**config.mk**
```make
export PLATFORM = sky130hd
export DESIGN_NAME = e2r_cell
export DESIGN_NICKNAME = d
export VERILOG_FILES = /design/src/rtl/e2r_pkg.sv /design/src/rtl/e2r_cell.sv
export SDC_FILE = /design/constraint.sdc
export NUM_CORES = 1
export LEC_CHECK = 0
export BUFFER_PORTS_ARGS = -buffer_cell sky130_fd_sc_hd__buf_4
export CORE_MARGIN = 2
export CORE_UTILIZATION = 55
export CTS_CLUSTER_SIZE = 40
export DETAILED_ROUTE_END_ITERATION = 16
export PLACE_DENSITY = 0.85
export SLEW_MARGIN = 10
export SYNTH_ARGS = -nofsm -noshare
export SYNTH_HDL_FRONTEND = slang
export SYNTH_SLANG_ARGS = --single-unit
export TNS_END_PERCENT = 10
```
**constraint.sdc**
```tcl
create_clock -name clk -period 5.1 [get_ports clk]
set_input_delay 0.51 -clock clk [delete_from_list [all_inputs] [get_ports clk]]
set_output_delay 0.51 -clock clk [all_outputs]
set_load 0.01 [all_outputs]
```
**src/rtl/e2r_pkg.sv**
```systemverilog
// Package: shared constants, arctangent table and pipeline types for the Euler-to-matrix block.
`default_nettype none
package e2r_pkg;
	localparam int ANG_W = 16;
	localparam int OUT_W = 16;
	localparam int FULL_TURN = 46080;
	localparam int QUARTER_TURN = 11520;
	localparam int PHASE_SCALE = 37480660;
	localparam int CORDIC_GAIN_Q30 = 652032874;
	localparam int ATAN_ENTRIES = 24;
	localparam int OUT_FRAC = 14;
	localparam int OUT_ONE = 16384;
	localparam int CW = 33;

	typedef logic signed [CW-1:0] cval_t;

	function automatic logic [31:0] atan_q30(input int i);
		logic [31:0] r;
		case (i)
			0: r = 32'd843314857;
			1: r = 32'd497837829;
			2: r = 32'd263043837;
			3: r = 32'd133525159;
			4: r = 32'd67021687;
			5: r = 32'd33543516;
			6: r = 32'd16775851;
			7: r = 32'd8388437;
			8: r = 32'd4194283;
			9: r = 32'd2097149;
			default: r = 32'd1 << (30 - i);
		endcase
		return r;
	endfunction
endpackage
`default_nettype wire

```
**src/rtl/e2r_cell.sv**
```systemverilog
// CORDIC cell: one rotation step for the three angles plus a quadrant carry.
`default_nettype none
module e2r_cell #(
	parameter int STEP = 0
) (
	input  wire                    clk,
	input  wire                    en,
	input  wire e2r_pkg::cval_t    x_in [3],
	input  wire e2r_pkg::cval_t    y_in [3],
	input  wire e2r_pkg::cval_t    z_in [3],
	input  wire [1:0]              q_in [3],
	output e2r_pkg::cval_t         x_out [3],
	output e2r_pkg::cval_t         y_out [3],
	output e2r_pkg::cval_t         z_out [3],
	output logic [1:0]             q_out [3]
);
	localparam e2r_pkg::cval_t ATAN = e2r_pkg::cval_t'({1'b0, e2r_pkg::atan_q30(STEP)});

	always_ff @(posedge clk) begin
		if (en) begin
			for (int k = 0; k < 3; k++) begin
				if (!z_in[k][e2r_pkg::CW-1]) begin
					x_out[k] <= x_in[k] - (y_in[k] >>> STEP);
					y_out[k] <= y_in[k] + (x_in[k] >>> STEP);
					z_out[k] <= z_in[k] - ATAN;
				end else begin
					x_out[k] <= x_in[k] + (y_in[k] >>> STEP);
					y_out[k] <= y_in[k] - (x_in[k] >>> STEP);
					z_out[k] <= z_in[k] + ATAN;
				end
				q_out[k] <= q_in[k];
			end
		end
	end
endmodule
`default_nettype wire

```
# Word level (Yosys, flattened, before mapping)

Cells that the tools add are included.

Memories: 0
Word-level logic and storage cells: 36
Flip-flop bits (word level): 303
Bits of input ports: 305
Bits in writable memories: 0
Bits in latches: 0
ROM bits: 0

$lt $le $gt $ge: 0
Bitwise operators: 0
Shift-type cells: 0
$add $sub $neg: 15
Divide/modulo/power cells: 0
Multipliers: 0
Equal/unequal tests: 0
Reduce and logical (&&, ||, !) cells: 0
Multiplexer cells: 9

Operator list:

| kind                                                                   | number |
|---|---|
| 33-bit two-way mux                                                     | 9 |
| 33-bit subtractor                                                      | 6 |
| 33-bit by 31-bit adder with 33-bit output (second input constant)      | 3 |
| 33-bit adder                                                           | 3 |
| 33-bit by 31-bit subtractor with 33-bit output (second input constant) | 3 |

# Longest topological paths before layout

Gate-level depths: netlist of the first run.

Depth after elaboration: 2
Depth in mapped cells: 15

# Worst setup path after synthesis of the first run

No wires, ideal clock.

Path kind: input to register
Start point: in z_in[98] (netlist bit)
End point: reg z_out[91] (netlist bit), data pin
Setup time: 0.263 ns
Arrival time: 3.790 ns
Slack: 1.047 ns
Path buffers: 2
Stages: 15
Cells stage by stage: inv_1 > clkbuf_1 > buf_1 > ha_1 > a21o_1 > a21oi_1 > nor2b_1 > o21a_1 > a41o_1 > a41oi_2 > o31ai_1 > a311oi_1 > o21bai_1 > a21oi_1 > xnor2_1

Word-level cells in the longest chain between the ends: 1

Ends and longest elaborated chain:

| element                         | line           | source |
|---|---|---|
| from (decl)                     | e2r_cell.sv:10 | `input wire e2r_pkg::cval_t z_in [3],` |
| 33-bit two-way mux              | e2r_cell.sv:22 | `if (!z_in[k][e2r_pkg::CW-1]) begin` |
| to (signal, indexed assignment) | e2r_cell.sv:25 | `z_out[k] <= z_in[k] - ATAN;` |
| to (signal, indexed assignment) | e2r_cell.sv:29 | `z_out[k] <= z_in[k] + ATAN;` |
| to (decl)                       | e2r_cell.sv:14 | `output e2r_pkg::cval_t z_out [3],` |

Every way passes these cells.
A chain may end at the register's enable or synchronous reset.

# Final worst setup path of the first run

Start point: in z_in[32] (netlist bit)
End point: reg z_out[31] (netlist bit), data pin

The elaborated chain is that of the path after synthesis.

==> run_results.csv, run 1 <==
group,metric,value,unit
global_routing,grt-ovfl-total,0,
clock_network,cts-root-buf,"clkbuf_16",
die,fp.dieH,235,microns
worst_setup_path,cp_cell_sequence,"buf_4, clkinv_1, ha_1, a21oi_1, o21ai_0, or3_1, o2111ai_1, a21oi_1, nor3_1, o31ai_1, a31oi_1, o21ai_0, a21oi_1, xnor2_1",
worst_setup_path,slowest_delay,0.60,ns
logic_synthesis,syn_avg_cell_area,8.80,sq um
hold_path,min_path_type,"in -> reg",
worst_setup_path,startpoint_type,"input port",
hold_path,min_to,"q_out[2]",
worst_setup_path,worst_ep_arrival_time,4.29,ns
job,maxCapViolCount,0,
final_layout,fillers,4320,
die,rows,84,
worst_setup_path,crit_cells,14,
sta,period_share,78.0,%
global_routing,grt_max_degree,110,
detailed_routing,wl_met2,46800,microns
sta,slew_viol_final,0,
sta,holdWs,0.124,ns
sta,worstMarginPinSlew,1.03,ns
die,core_area,0.0528,sq mm
detailed_routing,drc,0,
logic_synthesis,ys_seq_area_share,30.6,%
outcome,status,"finished clean",
sta,setup_tns,0,ns
worst_setup_path,criticalPathCategory,"in -> reg",
detailed_routing,wl_per_cell,21.9,microns
global_routing,grt_first_pass_wirelength,151000,microns
logic_synthesis,synth.mux.area_fraction,1.50,%
detailed_routing,drt-vias-per-instance,6.12,
detailed_routing,m1WireLength,38200,microns
final_layout,register_area,0.00901,sq mm
placement,routabilityCongestion,1.02,
final_layout,finish.utilization,67.5,%
detailed_routing,dr.max_layer_used,"met5",
sta,layout_min_cycle_time,3.98,ns
detailed_routing,drtPass1Iterations,8,
logic_synthesis,async_flop_share,0,%
worst_setup_path,endpoint_kind,"flip-flop",
global_routing,antenna_found_initial,24,
logic_synthesis,synth_nets,4053,
die,start_util,55.8,%
logic_synthesis,synth_simple_gate_area_share,12.1,%
logic_synthesis,post_synth_xor_area_fraction,8.15,%
placement,port_buffers,607,
global_routing,grt_pass1_vias,26636,
power_and_ir_drop,power_leakage,16.1,nW
logic_synthesis,synth.distinct_cells,89,
logic_synthesis,yosysWarningCount,0,
die,die-area,0.0554,sq mm
power_and_ir_drop,power_density,280,mW/mm^2
sta,worst_slack,1.12,ns
die,floorplan.die.width,235,microns
logic_synthesis,synth_fa_ha_area_share,17.3,%
worst_setup_path,critical_path.startpoint,"z_in[32]",
logic_synthesis,synth_ff_type,"edfxtp_1",
clock_network,post-cts-setup-buffers,0,
logic_synthesis,synth_edf_count,300,
clock_network,clkSlewWorstSetupHoldPaths,0.06,ns
clock_network,cts_max_level,2,
clock_network,clk_path_buf_depth,3,
die,ioPinCount,608,
logic_synthesis,syn-instance-count,3347,
worst_setup_path,crit_buf_inv,2,
clock_network,numCtsBuffers,38,
logic_synthesis,synth_compound_area_share,24.3,%
sta,max_freq,251,MHz
sta,rsz0062_at_grt,"false",
final_layout,drive_above_1_share,19.0,%
final_layout,fin_nets,4577,
logic_synthesis,syn_area,0.0294,sq mm
worst_setup_path,required,5.41,ns
final_layout,multiInputGateArea,0.0186,sq mm
clock_network,clock-sinks,300,
detailed_routing,antenna_left,0,
worst_setup_path,path_common_cell,"a21oi_1",
hold_path,hold_depth,1,
placement,hpwl,79900,microns
detailed_routing,wl_met3,10600,microns
clock_network,hold_buffers,0,
worst_setup_path,path_max_fanout,18,
sta,hold_viol,0,
clock_network,tritoncts,"built",
detailed_routing,vias,28192,
worst_setup_path,worst_path_max_delay_cell,"ha_1",
clock_network,cts_resized,0,
global_routing,grt_use_total,34.7,%
detailed_routing,drt_iter0_markers,2559,
hold_path,hp-start,"q_in[2]",
logic_synthesis,ys_seq_elements,300,
final_layout,areaGrowthSynthToFinish,21.0,%
detailed_routing,drt_wl_total,101000,microns
placement,dpl_worst_slack,0.764,ns
logic_synthesis,synth_top_family_by_area,"compound AO/OA/AOI/OAI gates",
sta,slew-limit-headroom,31.4,%
worst_setup_path,cp_top_family,"compound AO/OA/AOI/OAI gates",
sta,setup_viol_count_final,0,
power_and_ir_drop,ir_drop,0.275,mV
==> flip-flops by register name, summed over array words and instances (netlist names) <==
register  flops
x_out        99
z_out        99
y_out        96
q_out         6
==> logic make-up (layout without fill, tap and decap cells) <==
family                   count (synthesis)  count (layout)
AO/OA/AOI/OAI                         1114            1114
AND/OR/NAND/NOR                        751             751
buffers and inverters                  463            1015
flip-flops                             300             300
XOR/XNOR                               274             274
other                                    0              17
multiplexers                            44              44
adder cells (fa/ha/maj)                401             401
==> cell usage in the layout, fill, tap and decap left out, types with 36 or more instances in the layout <==
master,n
buf_4,615
o21a_1,36
nor3_1,61
nor2b_1,38
a21oi_1,404
mux2i_1,44
xnor2_1,227
clkbuf_16,38
nor2_1,277
o21ai_0,197
edfxtp_1,300
nand3_1,44
inv_1,315
nand2_1,148
xor2_1,47
o21bai_1,77
ha_1,389
a21o_1,107
==> cell usage after synthesis (all sizes together) (14+ instances only) <==
cell | count | area (sq um)
a211oi | 27 | 203
a21o | 107 | 803
a21oi | 408 | 2060
a221oi | 17 | 174
a31oi | 33 | 219
and2 | 19 | 119
and3 | 23 | 149
buf | 51 | 238
clkbuf | 83 | 315
edfxtp | 300 | 9010
ha | 389 | 4870
inv | 319 | 1200
mux2i | 44 | 440
nand2 | 148 | 556
nand2b | 35 | 219
nand3 | 44 | 220
nand4 | 35 | 219
nor2 | 277 | 1040
nor2b | 39 | 251
nor3 | 61 | 305
nor4 | 24 | 150
o211ai | 23 | 183
o21a | 36 | 270
o21ai | 207 | 1040
o21bai | 78 | 589
o31ai | 34 | 265
or2 | 14 | 87.6
xnor2 | 227 | 1990
xor2 | 47 | 412
==> per-stage QoR <==
stage	instance area [sq um]	total power, mW	instances
after floorplan	29400	5.71	3347
after detailed placement	34400	7.34	4519
after global placement	34400	7.31	4519
final	35600	9.96	4604
after CTS	35600	9.93	4587
after global routing	35600	10.4	4602
==> how the worst max path moves through the flow <==
stage,slack (ns),to
finish,1.12,z_out[31]
global route,0.86,z_out[31]
CTS,1.30,z_out[31]
detailed placement,0.76,z_out[31]
global placement,0.87,z_out[31]
floorplan,1.05,z_out[91]
==> layer usage <==
metal,vias to the layer above,GRT usage [%]
met2,1563,57.3
met3,291,8.58
met4,18,17.3
met5,-,0
li1,13110,-
met1,13210,42.4
==> power breakdown <==
| group | total, mW | internal [mW] | switching (mW) |
|---|---|---|---|
| clock network | 2.56 | 1.43 | 1.13 |
| registers | 3.45 | 3.28 | 0.167 |
| logic | 3.95 | 1.67 | 2.28 |
| total | 9.96 | 6.38 | 3.58 |
==> area by class of cell <==
class / instances / share of cell area (%)
Antenna cell: 17 / 0.119
Sequential cell: 300 / 25.3
Inverter: 329 / 3.47
Clock inverter: 28 / 0.555
Clock buffer: 40 / 2.69
Timing Repair Buffer: 618 / 13.1
Multi-Input combinational cell: 2584 / 52.3
Tap cell: 688 / 2.42
Note: power is estimated with default switching activity, not from simulation.
==> run 2, diff against run 1 <==
- clock period: 5.1 -> 4.1 ns (I/O delays scaled with it)
==> run_results.csv, run 2 (synthesis results as in run 1) <==
group,metric,value,unit
worst_setup_path,path_max_fanout,3,
clock_network,clock-sinks,300,
die,floorplan.die.width,235,microns
sta,max_freq,294,MHz
clock_network,clk_path_buf_depth,3,
final_layout,drive_above_1_share,19.8,%
detailed_routing,wl_per_cell,22.1,microns
worst_setup_path,criticalPathCategory,"in -> reg",
sta,setup_viol_count_final,0,
final_layout,fin_nets,4623,
global_routing,grt_pass1_vias,26859,
clock_network,hold_buffers,1,
die,rows,84,
power_and_ir_drop,total_power,12.8,mW
hold_path,min_to,"q_out[2]",
clock_network,cts_max_level,2,
outcome,status,"finished clean",
global_routing,antenna_found_initial,25,
worst_setup_path,required,4.39,ns
detailed_routing,drtPass1Iterations,8,
detailed_routing,drc,0,
detailed_routing,drt_wl_total,103000,microns
clock_network,cts-root-buf,"clkbuf_16",
hold_path,hold_depth,1,
clock_network,clkSlewWorstSetupHoldPaths,0.06,ns
sta,setup_tns,0,ns
worst_setup_path,startpoint_type,"input port",
final_layout,fillers,4259,
global_routing,grt_use_total,35.6,%
power_and_ir_drop,power_leakage,16.4,nW
clock_network,tritoncts,"built",
job,maxCapViolCount,0,
die,die-area,0.0554,sq mm
placement,port_buffers,607,
final_layout,areaGrowthSynthToFinish,22.7,%
final_layout,final_cell_mix,"buf_4 (659), a21oi_1 (404), ha_1 (389)",
worst_setup_path,endpoint_kind,"flip-flop",
die,core_area,0.0528,sq mm
die,ioPinCount,608,
die,start_util,55.8,%
detailed_routing,vias,28458,
placement,hpwl,82000,microns
placement,routabilityCongestion,1.03,
detailed_routing,drt-vias-per-instance,6.12,
power_and_ir_drop,power_density,355,mW/mm^2
power_and_ir_drop,ir_drop,0.330,mV
clock_network,numCtsBuffers,38,
worst_setup_path,worst_ep_arrival_time,3.69,ns
clock_network,cts_resized,0,
final_layout,mostFrequentLayoutCell,"buf_4",
hold_path,hp-start,"q_in[2]",
placement,dpl_worst_slack,0.251,ns
sta,worst_slack,0.702,ns
sta,slew_viol_final,0,
hold_path,min_path_type,"in -> reg",
detailed_routing,drt_iter0_markers,2866,
sta,worstMarginPinSlew,1.01,ns
sta,hold_viol,0,
global_routing,grt-ovfl-total,0,
final_layout,top_regs,"x_out: 99 flops, z_out: 99 flops, y_out: 96 flops",
clock_network,post-cts-setup-buffers,0,
sta,holdWs,0.0259,ns
die,fp.dieH,235,microns
detailed_routing,antenna_left,0,
global_routing,grt_max_degree,121,
sta,rsz0062_at_grt,"false",
global_routing,grt_first_pass_wirelength,155000,microns
sta,layout_min_cycle_time,3.40,ns
sta,period_share,82.9,%
sta,slew-limit-headroom,32.6,%
==> run 2: layer usage <==
layer  part of all wire [%]  GRT usage, %  wire [microns]  up-vias
met1                     38          43.4           38900    13288
met3                     10          9.37           10700      339
met4                    6.3          20.0            6450       20
met2                     45          57.3           46500     1609
met5                   0.12             0             124        -
li1                       -             -               -    13202
==> run 2: final cells by class <==
cell class / count / area (sq um) / area share (%)
sequential: 300 / 9010 / 24.9
timing repair buffer: 664 / 5030 / 13.9
tap: 688 / 861 / 2.38
clock inverter: 21 / 243 / 0.672
multi-input combinational: 2584 / 18600 / 51.6
clock buffer: 47 / 1050 / 2.90
inverter: 329 / 1230 / 3.42
antenna: 15 / 37.5 / 0.104
==> run 2: worst max path at each step <==
stage | start | end | slack [ns] | depth (start not counted)
2_1_floorplan | z_in[98] | z_out[91] | 0.15 | 15
3_3_place_gp | x_in[39] | x_out[62] | 0.36 | 14
3_5_place_dp | x_in[33] | x_out[65] | 0.25 | 15
4_1_cts | x_in[33] | x_out[65] | 0.84 | 15
5_1_grt | x_in[70] | x_out[97] | 0.57 | 15
6_report | x_in[33] | x_out[65] | 0.70 | 15
==> run 2: critical path: stages <==
cell and delay [ns]:
buf_4 0.10, inv_1 0.04, ha_1 0.22, fa_1 0.41
nand2b_1 0.19, a21o_1 0.21, a211o_1 0.27, a211o_1 0.29
a21oi_1 0.38, o221ai_1 0.27, o311ai_1 0.43, nand2_1 0.10
nand3_1 0.08, o21ai_1 0.09, xor2_1 0.18
==> run 2: through the flow <==
stage	cell area, sq um	instances	util [%]
after floorplan	29400	3347	-
after global placement	34800	4564	65.9
after global routing	36100	4647	68.4
after detailed placement	34800	4564	65.9
after CTS	36100	4633	68.4
final	36100	4648	68.4
==> run 2: where the power goes <==
group	switching, mW	internal (mW)
combinational	2.87	2.13
sequential	0.212	4.08
clock	1.41	2.14
total	4.49	8.34
